--- src/rtl/core/dwgp_pkg.sv ---
// Shared widths, constants, register indexes and types of the depth pseudocolor unit.
package dwgp_pkg;

  localparam int FRAC_BITS   = 16;

  localparam int DEPTH_W     = 16;
  localparam int GRAY_SC_W   = 24;
  localparam int COLOR_SC_W  = 26;
  localparam int CFG_DATA_W  = 26;
  localparam int CFG_IDX_W   = 2;
  localparam int PIX_W       = 8;
  localparam int CIDX_W      = 10;

  localparam int GRAY_PROD_W  = DEPTH_W + GRAY_SC_W;
  localparam int COLOR_PROD_W = DEPTH_W + COLOR_SC_W;
  localparam int GRAY_Q_W     = GRAY_PROD_W - FRAC_BITS;
  localparam int COLOR_Q_W    = COLOR_PROD_W - FRAC_BITS;

  localparam logic [CFG_IDX_W-1:0] REG_MIN_DEPTH   = 2'd0;
  localparam logic [CFG_IDX_W-1:0] REG_MAX_DEPTH   = 2'd1;
  localparam logic [CFG_IDX_W-1:0] REG_GRAY_SCALE  = 2'd2;
  localparam logic [CFG_IDX_W-1:0] REG_COLOR_SCALE = 2'd3;

  localparam logic [DEPTH_W-1:0]    RST_MIN_DEPTH   = 16'd0;
  localparam logic [DEPTH_W-1:0]    RST_MAX_DEPTH   = 16'd30000;
  localparam logic [GRAY_SC_W-1:0]  RST_GRAY_SCALE  = 24'd557;
  localparam logic [COLOR_SC_W-1:0] RST_COLOR_SCALE = 26'd1953;

  localparam logic [CIDX_W-1:0] GRAY_MAX   = 10'd255;
  localparam logic [CIDX_W-1:0] COLOR_MAX  = 10'd894;
  localparam logic [CIDX_W-1:0] KNEE_ORANGE = 10'd64;
  localparam logic [CIDX_W-1:0] KNEE_YELLOW = 10'd255;
  localparam logic [CIDX_W-1:0] KNEE_CYAN   = 10'd510;
  localparam logic [CIDX_W-1:0] KNEE_BLUE   = 10'd765;
  localparam logic [CIDX_W-1:0] RED_BASE    = 10'd191;
  localparam logic [CIDX_W-1:0] FADE_TOP    = 10'd1020;

  typedef struct packed {
    logic [DEPTH_W-1:0]    min_depth;
    logic [DEPTH_W-1:0]    max_depth;
    logic [GRAY_SC_W-1:0]  gray_scale;
    logic [COLOR_SC_W-1:0] color_scale;
  } dwgp_cfg_t;

  typedef struct packed {
    logic [PIX_W-1:0] gray;
    logic [PIX_W-1:0] red;
    logic [PIX_W-1:0] green;
    logic [PIX_W-1:0] blue;
  } dwgp_pix_t;

endpackage

--- src/rtl/core/dwgp_cfg_regs.sv ---
// Configuration register file of the depth pseudocolor unit.
module dwgp_cfg_regs (
  input  logic                             clk,
  input  logic                             rst,
  input  logic                             cfg_write,
  input  logic [dwgp_pkg::CFG_IDX_W-1:0]   cfg_index,
  input  logic [dwgp_pkg::CFG_DATA_W-1:0]  cfg_data,
  output dwgp_pkg::dwgp_cfg_t              cfg
);
  import dwgp_pkg::*;

  always_ff @(posedge clk) begin
    if (rst) begin
      cfg.min_depth   <= RST_MIN_DEPTH;
      cfg.max_depth   <= RST_MAX_DEPTH;
      cfg.gray_scale  <= RST_GRAY_SCALE;
      cfg.color_scale <= RST_COLOR_SCALE;
    end else if (cfg_write) begin
      case (cfg_index)
        REG_MIN_DEPTH:   cfg.min_depth   <= cfg_data[DEPTH_W-1:0];
        REG_MAX_DEPTH:   cfg.max_depth   <= cfg_data[DEPTH_W-1:0];
        REG_GRAY_SCALE:  cfg.gray_scale  <= cfg_data[GRAY_SC_W-1:0];
        REG_COLOR_SCALE: cfg.color_scale <= cfg_data[COLOR_SC_W-1:0];
        default: ;
      endcase
    end
  end

endmodule

--- src/rtl/core/dwgp_map.sv ---
// Clamp, fixed-point scaling and color ramp for one depth pixel.
module dwgp_map (
  input  dwgp_pkg::dwgp_cfg_t            cfg,
  input  logic [dwgp_pkg::DEPTH_W-1:0]   depth,
  output dwgp_pkg::dwgp_pix_t            pix
);
  import dwgp_pkg::*;

  logic [DEPTH_W-1:0]      clamped;
  logic [DEPTH_W-1:0]      offset;
  logic [GRAY_PROD_W-1:0]  gray_prod;
  logic [COLOR_PROD_W-1:0] color_prod;
  logic [GRAY_Q_W-1:0]     gray_q;
  logic [COLOR_Q_W-1:0]    color_q;
  logic [CIDX_W-1:0]       g;
  logic [CIDX_W-1:0]       c;
  logic [CIDX_W-1:0]       r;
  logic [CIDX_W-1:0]       gr;
  logic [CIDX_W-1:0]       b;
  logic [CIDX_W-1:0]       inv;

  always_comb begin
    if (depth > cfg.max_depth) begin
      clamped = cfg.max_depth;
    end else if (depth < cfg.min_depth) begin
      clamped = cfg.min_depth;
    end else begin
      clamped = depth;
    end
    // An inverted window can leave the clamped value under the minimum.
    offset = (clamped >= cfg.min_depth) ? clamped - cfg.min_depth : '0;
  end

  assign gray_prod  = GRAY_PROD_W'(offset) * GRAY_PROD_W'(cfg.gray_scale);
  assign color_prod = COLOR_PROD_W'(offset) * COLOR_PROD_W'(cfg.color_scale);
  assign gray_q     = gray_prod[GRAY_PROD_W-1:FRAC_BITS];
  assign color_q    = color_prod[COLOR_PROD_W-1:FRAC_BITS];

  always_comb begin
    g = (gray_q > GRAY_Q_W'(GRAY_MAX)) ? GRAY_MAX : gray_q[CIDX_W-1:0];
    c = (color_q > COLOR_Q_W'(COLOR_MAX)) ? COLOR_MAX : color_q[CIDX_W-1:0];
    inv = GRAY_MAX - g;

    if (c < KNEE_ORANGE) begin
      r = RED_BASE + c;  gr = c;  b = '0;
    end else if (c < KNEE_YELLOW) begin
      r = GRAY_MAX;      gr = c;  b = '0;
    end else if (c < KNEE_CYAN) begin
      r = KNEE_CYAN - c; gr = GRAY_MAX; b = c - KNEE_YELLOW;
    end else if (c < KNEE_BLUE) begin
      r = '0;            gr = KNEE_BLUE - c; b = GRAY_MAX;
    end else begin
      r = '0;            gr = '0; b = FADE_TOP - c;
    end

    pix.gray  = inv[PIX_W-1:0];
    pix.red   = r[PIX_W-1:0];
    pix.green = gr[PIX_W-1:0];
    pix.blue  = b[PIX_W-1:0];
  end

endmodule

--- src/rtl/core/depth_window_gray_pseudocolor_unit.sv ---
// Top level of the depth window gray and pseudocolor unit.
//
//   channel  direction  handshake              payload
//   input    in         in_valid / in_stall    depth_in[15:0]
//   output   out        out_valid / out_stall  gray_out, red_out, green_out, blue_out [7:0]
//   config   in         cfg_write              cfg_index[1:0], cfg_data[25:0]
//
// Each beat sits in the input register, then the clamp, two multipliers and ramp settle
// into the result register, where out_valid marks it. One beat is accepted every cycle
// while no stalled result blocks a full input register; the multiplier path to the result
// register sets the clock limit. Reset (rst, synchronous) empties both registers and
// restores the configuration defaults. A stalled result holds; the input register still
// fills behind it, so one more beat is taken before in_stall rises.
module depth_window_gray_pseudocolor_unit (
  input  logic                             clk,
  input  logic                             rst,
  input  logic                             in_valid,
  output logic                             in_stall,
  input  logic [dwgp_pkg::DEPTH_W-1:0]     depth_in,
  output logic                             out_valid,
  input  logic                             out_stall,
  output logic [dwgp_pkg::PIX_W-1:0]       gray_out,
  output logic [dwgp_pkg::PIX_W-1:0]       red_out,
  output logic [dwgp_pkg::PIX_W-1:0]       green_out,
  output logic [dwgp_pkg::PIX_W-1:0]       blue_out,
  input  logic                             cfg_write,
  input  logic [dwgp_pkg::CFG_IDX_W-1:0]   cfg_index,
  input  logic [dwgp_pkg::CFG_DATA_W-1:0]  cfg_data
);
  import dwgp_pkg::*;

  dwgp_cfg_t          cfg;
  dwgp_pix_t          pix_next;
  dwgp_pix_t          pix;
  logic               s1_valid;
  logic [DEPTH_W-1:0] s1_depth;
  logic               advance;
  logic               s1_load;

  dwgp_cfg_regs u_cfg (
    .clk       (clk),
    .rst       (rst),
    .cfg_write (cfg_write),
    .cfg_index (cfg_index),
    .cfg_data  (cfg_data),
    .cfg       (cfg)
  );

  dwgp_map u_map (
    .cfg   (cfg),
    .depth (s1_depth),
    .pix   (pix_next)
  );

  // The result register moves whenever it is empty or being taken.
  assign advance  = !(out_valid && out_stall);
  // The input register refills when it is empty or its beat moves on.
  assign s1_load  = !s1_valid || advance;
  assign in_stall = !s1_load;

  always_ff @(posedge clk) begin
    if (rst) begin
      s1_valid <= 1'b0;
    end else if (s1_load) begin
      s1_valid <= in_valid;
    end
  end

  always_ff @(posedge clk) begin
    if (s1_load) begin
      s1_depth <= depth_in;
    end
  end

  always_ff @(posedge clk) begin
    if (rst) begin
      out_valid <= 1'b0;
    end else if (advance) begin
      out_valid <= s1_valid;
    end
  end

  always_ff @(posedge clk) begin
    if (advance) begin
      pix <= pix_next;
    end
  end

  assign gray_out  = pix.gray;
  assign red_out   = pix.red;
  assign green_out = pix.green;
  assign blue_out  = pix.blue;

  // An accepted beat always lands in the input register.
  a_accept_lands: assert property (@(posedge clk) disable iff (rst)
    in_valid && !in_stall |=> s1_valid)
    else $error("accepted beat missing from input register");

  // A beat held in the input register behind a stalled result is not dropped.
  a_hold_s1: assert property (@(posedge clk) disable iff (rst)
    s1_valid && !advance |=> s1_valid && $stable(s1_depth))
    else $error("input register lost a waiting beat");

  // A beat that moves on from the input register shows up as a result.
  a_move_out: assert property (@(posedge clk) disable iff (rst)
    s1_valid && advance |=> out_valid)
    else $error("beat vanished between input and result register");

  // With nothing behind it, a taken result leaves the output empty.
  a_no_repeat: assert property (@(posedge clk) disable iff (rst)
    out_valid && !out_stall && !s1_valid |=> !out_valid)
    else $error("result repeated after being taken");

endmodule
--- config.mk ---
export PLATFORM = sky130hd
export DESIGN_NAME = depth_window_gray_pseudocolor_unit
export DESIGN_NICKNAME = d
export VERILOG_FILES = /design/src/rtl/core/dwgp_pkg.sv /design/src/rtl/core/dwgp_cfg_regs.sv /design/src/rtl/core/dwgp_map.sv /design/src/rtl/core/depth_window_gray_pseudocolor_unit.sv
export SDC_FILE = /design/constraint.sdc
export NUM_CORES = 2
export LEC_CHECK = 0
export ABC_AREA = 1
export BUFFER_PORTS_ARGS = -buffer_cell sky130_fd_sc_hd__buf_2
export CAP_MARGIN = 0
export CORE_UTILIZATION = 45
export DETAILED_ROUTE_END_ITERATION = 8
export PLACE_DENSITY_LB_ADDON = 0.05
export SLEW_MARGIN = 0
export SYNTH_ARGS = -nofsm -noshare
export SYNTH_HDL_FRONTEND = slang
export SYNTH_SLANG_ARGS = --single-unit
--- constraint.sdc ---
create_clock -name clk -period 24.9 [get_ports clk]
set_input_delay 0 -clock clk [delete_from_list [all_inputs] [get_ports clk]]
set_output_delay 0 -clock clk [all_outputs]
set_load 0.005 [all_outputs]
# ---- Yosys cells after proc, flatten, opt, wreduce, memory -nomap -nowiden
# Cells that the tools add are included.
dict set report totals {
  register_bits 132
  inputBits 49
}
dict set report op_classes {
  n_mux 14
  magnitude_cmp 9
  n_mul 2
  addsub 7
  n_reduce_logical 11
  n_eq_ne 3
}
# op count
set ops {}
lappend ops {{two-way mux 8 bit} 10}
lappend ops {{two-way mux 16 bit} 3}
lappend ops {{multiplier 16 x 26 -> 42 bit} 1}
lappend ops {{multiplier 16 x 24 -> 40 bit} 1}
lappend ops {{subtractor 8 bit (first input constant)} 4}
lappend ops {{> comparator 26 x 10 -> 1 bit (second input constant)} 1}
lappend ops {{> comparator 24 x 8 -> 1 bit (second input constant)} 1}
lappend ops {{>= comparator 16 bit} 1}
lappend ops {{> comparator 16 bit} 1}
lappend ops {{less-than comparator 16 bit} 1}
lappend ops {{subtractor 16 bit} 1}
lappend ops {{less-than comparator 10 bit (second input constant)} 1}
lappend ops {{less-than comparator 10 x 7 -> 1 bit (second input constant)} 1}
lappend ops {{less-than comparator 10 x 8 -> 1 bit (second input constant)} 1}
lappend ops {{less-than comparator 10 x 9 -> 1 bit (second input constant)} 1}
lappend ops {{two-way mux 10 bit} 1}
lappend ops {{adder 8 bit (first input constant)} 1}
lappend ops {{AND reduction 2 bit} 4}
lappend ops {{subtractor 8 bit (second input constant)} 1}
lappend ops {{== test 2 bit (second input constant)} 2}
lappend ops {{zero test 1 bit} 3}
lappend ops {{== test 2 x 1 -> 1 bit (second input constant)} 1}
lappend ops {{zero test 2 bit} 1}
lappend ops {{OR reduction 2 bit} 1}
lappend ops {{2 further kinds} 2}

# ---- Depth between registers and ports, before layout
dict set report logic_depth {
  ltp_word 13
  ltp_mapped 76
}

# ---- Cells and area by module
# Synthesis repeated with hierarchy kept, for this count alone.
dict set report hier_totals {
  cells_unflattened 4468
  area_unflattened_um2 33778.6
}
# mod cells_each seq_area_each_um2 n_inst area_each_um2
set by_module_without_submodules {}
lappend by_module_without_submodules {dwgp_map 3918 0.0 1 28962.8}
lappend by_module_without_submodules {dwgp_cfg_regs 493 1641.6 1 3295.7}
lappend by_module_without_submodules {depth_window_gray_pseudocolor_unit 57 1481.4 1 1520.2}

# ---- Worst setup path before layout
# No wires, ideal clock.
dict set report synth_path {
  path_kind {register -> register}
  from {register u_cfg.cfg[67] (netlist name)}
  to {register pix (netlist bit green_out[7]), data pin}
  path_slack_ps 13935
  path_buffers 2
  setup_time_ps 252
  arrival_time_ps 10713
  period_less_slack_ps 10965
  stages_incl_launch_ff 71
  t_required_ps 24648
  cell_sequence {dfxtp_1 inv_1 ha_1 a21oi_1 nor2_1 a211oi_1 o221ai_1 a21oi_1 o221ai_1 inv_1 clkbuf_1 o21ai_0 o22ai_1 ha_1 nand2_1 nor2_1 a211oi_1 nor2_1 (+35 left out) nand4_1 a21oi_1 nand2_1 nand2_1 nand2_1 a21oi_1 nand3b_1 nor2_4 nand3_4 nor2_2 inv_1 ha_1 nand3_1 nor2_1 nor2_2 nor2_1 nand2_1 nand2_1}
}
# item line
set synth_lines {}
lappend synth_lines {{end signal, assigned} depth_window_gray_pseudocolor_unit.sv:85} ;# pix <= pix_next;
lappend synth_lines {{end, declared} depth_window_gray_pseudocolor_unit.sv:34} ;# dwgp_pix_t pix;

==> impl_metrics.yaml <==
status:
  outcome: "completed"
grt:
  grt_pass1_vias: 29029
  grt_max_degree: 78
  grt_use_total: 0.297
  overflow: 0
  grt_pass1_wl_um: 167000
  antenna_found_initial: 3
finish:
  area_growth_pct: 7.28
  nNetsFinal: 5187
  drive_above_1_share: 0.0493
  fin_area_sq_um: 35100
  final_cell_mix: "inv_1 (962), nand2_1 (873), fa_1 (639), nor2_1 (461), ha_1 (272)"
  final_common_cell: "inv_1"
setup_path:
  crit_slowest_cell: "a32o_1"
  cp-start-kind: "register"
  crit_path_max_incr_delay_ns: 0.79
  crit_path_end: "red_out[5]"
  crit_top_cell: "inv_1"
  path_max_fanout: 32
  required_ns: 25.13
  cp-end-kind: "register"
  rr_worst_depth: 66
  r2r-start: "s1_depth[1]"
  rrSetupSlack_ns: 11.70
  reg2reg_to: "red_out[5]"
  cp.arrival_ns: 13.43
  crit_start: "s1_depth[1]"
  setup.worst_path.class: "reg2reg"
clocking:
  cts_tree: "built"
  cts_buffers: 17
  clk_path_buf_depth: 2
  cts_num_sinks: 132
  h-tree-depth: 4
  clk_latency_ns: 0.49
  clock-root-buffer: "clkbuf_16"
  cts_resized: 0
  clk_pin_slew_ns: 0.09
floorplan:
  io_pins: 83
  rows: 98
  dieArea_sq_um: 73700
  coreArea_sq_um: 71700
  start_util: 0.456
  die_w_um: 272
  die_h_um: 272
timing:
  rsz0062_at_grt: "false"
  whs_ns: 0.0506
  worstMarginPinSlew_ns: 1.17
  clock_skew_ns: 0.0275
  setup_viol: 0
  finalSetupTns_ns: 0
  maxSlewViolCount: 0
  fin_crit_ns: 13.20
  max_freq_mhz: 75.8
  period_share: 0.530
  slew-limit-headroom: 0.211
  finalHoldViolCount: 0
routing:
  wl_um: 105000
  drt-initial-drc-count: 1850
  dr.pass1.iters: 5
  ant_nets: 0
  vias_per_cell: 5.28
  post_drt_wl_per_cell_um: 20.2
  num_vias: 27430
  drc: 0
yosys:
  avgSynthCellArea_sq_um: 7.79
  synthesis.area_sq_um: 32700
  synth_flop_cell: "dfxtp_1"
  postSynthNetCount: 5158
  synth_edf_count: 48
  syn-instance-count: 4198
  ys_seq_elements: 132
  synth_cell_types: 51
  async_reset_ff_frac: 0
  yosysWarnings: 0
  ys_seq_area_frac: 0.0955
placed_design:
  place_congestion: 0.895
  dpl_cell_area_sq_um: 34000
  dp_hpwl_um: 84400
  io_buffers: 82
flow_run:
  cap_violations: 0
worst_hold_path:
  hold_class: "in2reg"
  min_path_cells: 4
[logic make-up (layout without fill, tap and decap cells)]
| family | after synthesis | after routing | synth area share |
|---|---|---|---|
| buffers and inverters | 1124 | 1166 | 0.130 |
| adders and majority gates | 911 | 911 | 0.495 |
| other | 0 | 2 | 0 |
| and+or+nand+nor | 1525 | 1525 | 0.189 |
| AOI/OAI and AO/OA | 458 | 458 | 0.0781 |
| xor gates and xnor gates | 48 | 48 | 0.0129 |
| DFF | 132 | 132 | 0.0955 |
[worst min-delay path by stage]
stage	slack, ns	end	startpoint
after CTS	0.03	u_cfg.cfg[58]	cfg_index[1]
after detailed placement	0.18	s1_depth[7]	depth_in[7]
after floorplan	0.1	s1_depth[0]	depth_in[0]
final	0.05	u_cfg.cfg[58]	cfg_index[1]
after global placement	0.18	s1_depth[6]	depth_in[6]
after global routing	0.06	u_cfg.cfg[58]	cfg_index[1]
[metal layers]
layer / vias to the layer above / track usage / wire length (um)
met5: - / 0 / 0
met3: 141 / 0.0318 / 5310
met1: 13890 / 0.406 / 47100
li1: 12640 / - / -
met4: 0 / 0.0923 / 3060
met2: 759 / 0.494 / 49300
[critical path, delay by kind of cell (launching register included)]
| kind | cells | cell delay [ns] |
|---|---|---|
| buf+inv | 13 | 1.56 |
| flops | 1 | 0.42 |
| compound gates | 15 | 3.11 |
| fa+ha+maj | 10 | 4.30 |
| simple gates | 28 | 3.53 |
[repair_timing]
item                      in CTS  in global routing
hold buffers                  46                  0
hold endpoints to repair      89                  0
buffers inserted               0                  0
[Yosys cell counts, types with 7 or more instances]
library cell | number | area share
inv_1 | 966 | 0.11
nand2_1 | 874 | 0.10
fa_1 | 639 | 0.39
nor2_1 | 464 | 0.053
ha_1 | 272 | 0.10
a21oi_1 | 208 | 0.032
o21ai_0 | 143 | 0.022
clkbuf_1 | 130 | 0.015
dfxtp_1 | 84 | 0.051
nand3_1 | 82 | 0.013
edfxtp_1 | 48 | 0.044
xor2_1 | 29 | 0.0078
nor3_1 | 25 | 0.0038
o21a_1 | 22 | 0.0051
a31oi_1 | 19 | 0.0036
xnor2_1 | 19 | 0.0051
buf_1 | 16 | 0.0018
o22ai_1 | 16 | 0.0031
o211ai_1 | 15 | 0.0034
nand2_2 | 14 | 0.0027
nand4_1 | 10 | 0.0019
nand3b_1 | 9 | 0.0021
nor4_1 | 9 | 0.0017
or2_2 | 9 | 0.0017
nor2_2 | 8 | 0.0015
nand3_2 | 7 | 0.0021
o221ai_1 | 7 | 0.0019
[per-stage QoR]
stage / utilization / worst slack [ns] / cells
2_1_floorplan: - / 13.94 / 4198
3_3_place_gp: 0.474 / 11.94 / 5112
3_5_place_dp: 0.474 / 11.95 / 5112
4_1_cts: 0.489 / 11.89 / 5190
5_1_grt: 0.489 / 10.51 / 5190
6_report: 0.489 / 11.70 / 5192
[final cells by class]
| cell class | count | area [sq um] |
|---|---|---|
| Fill cell | 7311 | 36700 |
| Multi-Input combinational cell | 2942 | 25400 |
| Inverter | 975 | 3660 |
| Sequential cell | 132 | 3120 |
| Tap cell | 950 | 1190 |
| Timing Repair Buffer | 159 | 1100 |
| Clock buffer | 17 | 425 |
| Clock inverter | 15 | 196 |
| Antenna cell | 2 | 5.00 |
[registers in the layout, summed over array words and instances (netlist names)]
register / cells
blue_out: 8
gray_out: 8
green_out: 8
out_valid: 1
red_out: 8
s1_depth: 16
s1_valid: 1
u_cfg.cfg: 82
Power is not shown: default switching activity piles up to over one toggle a cycle in this logic, so the estimate is an artifact.
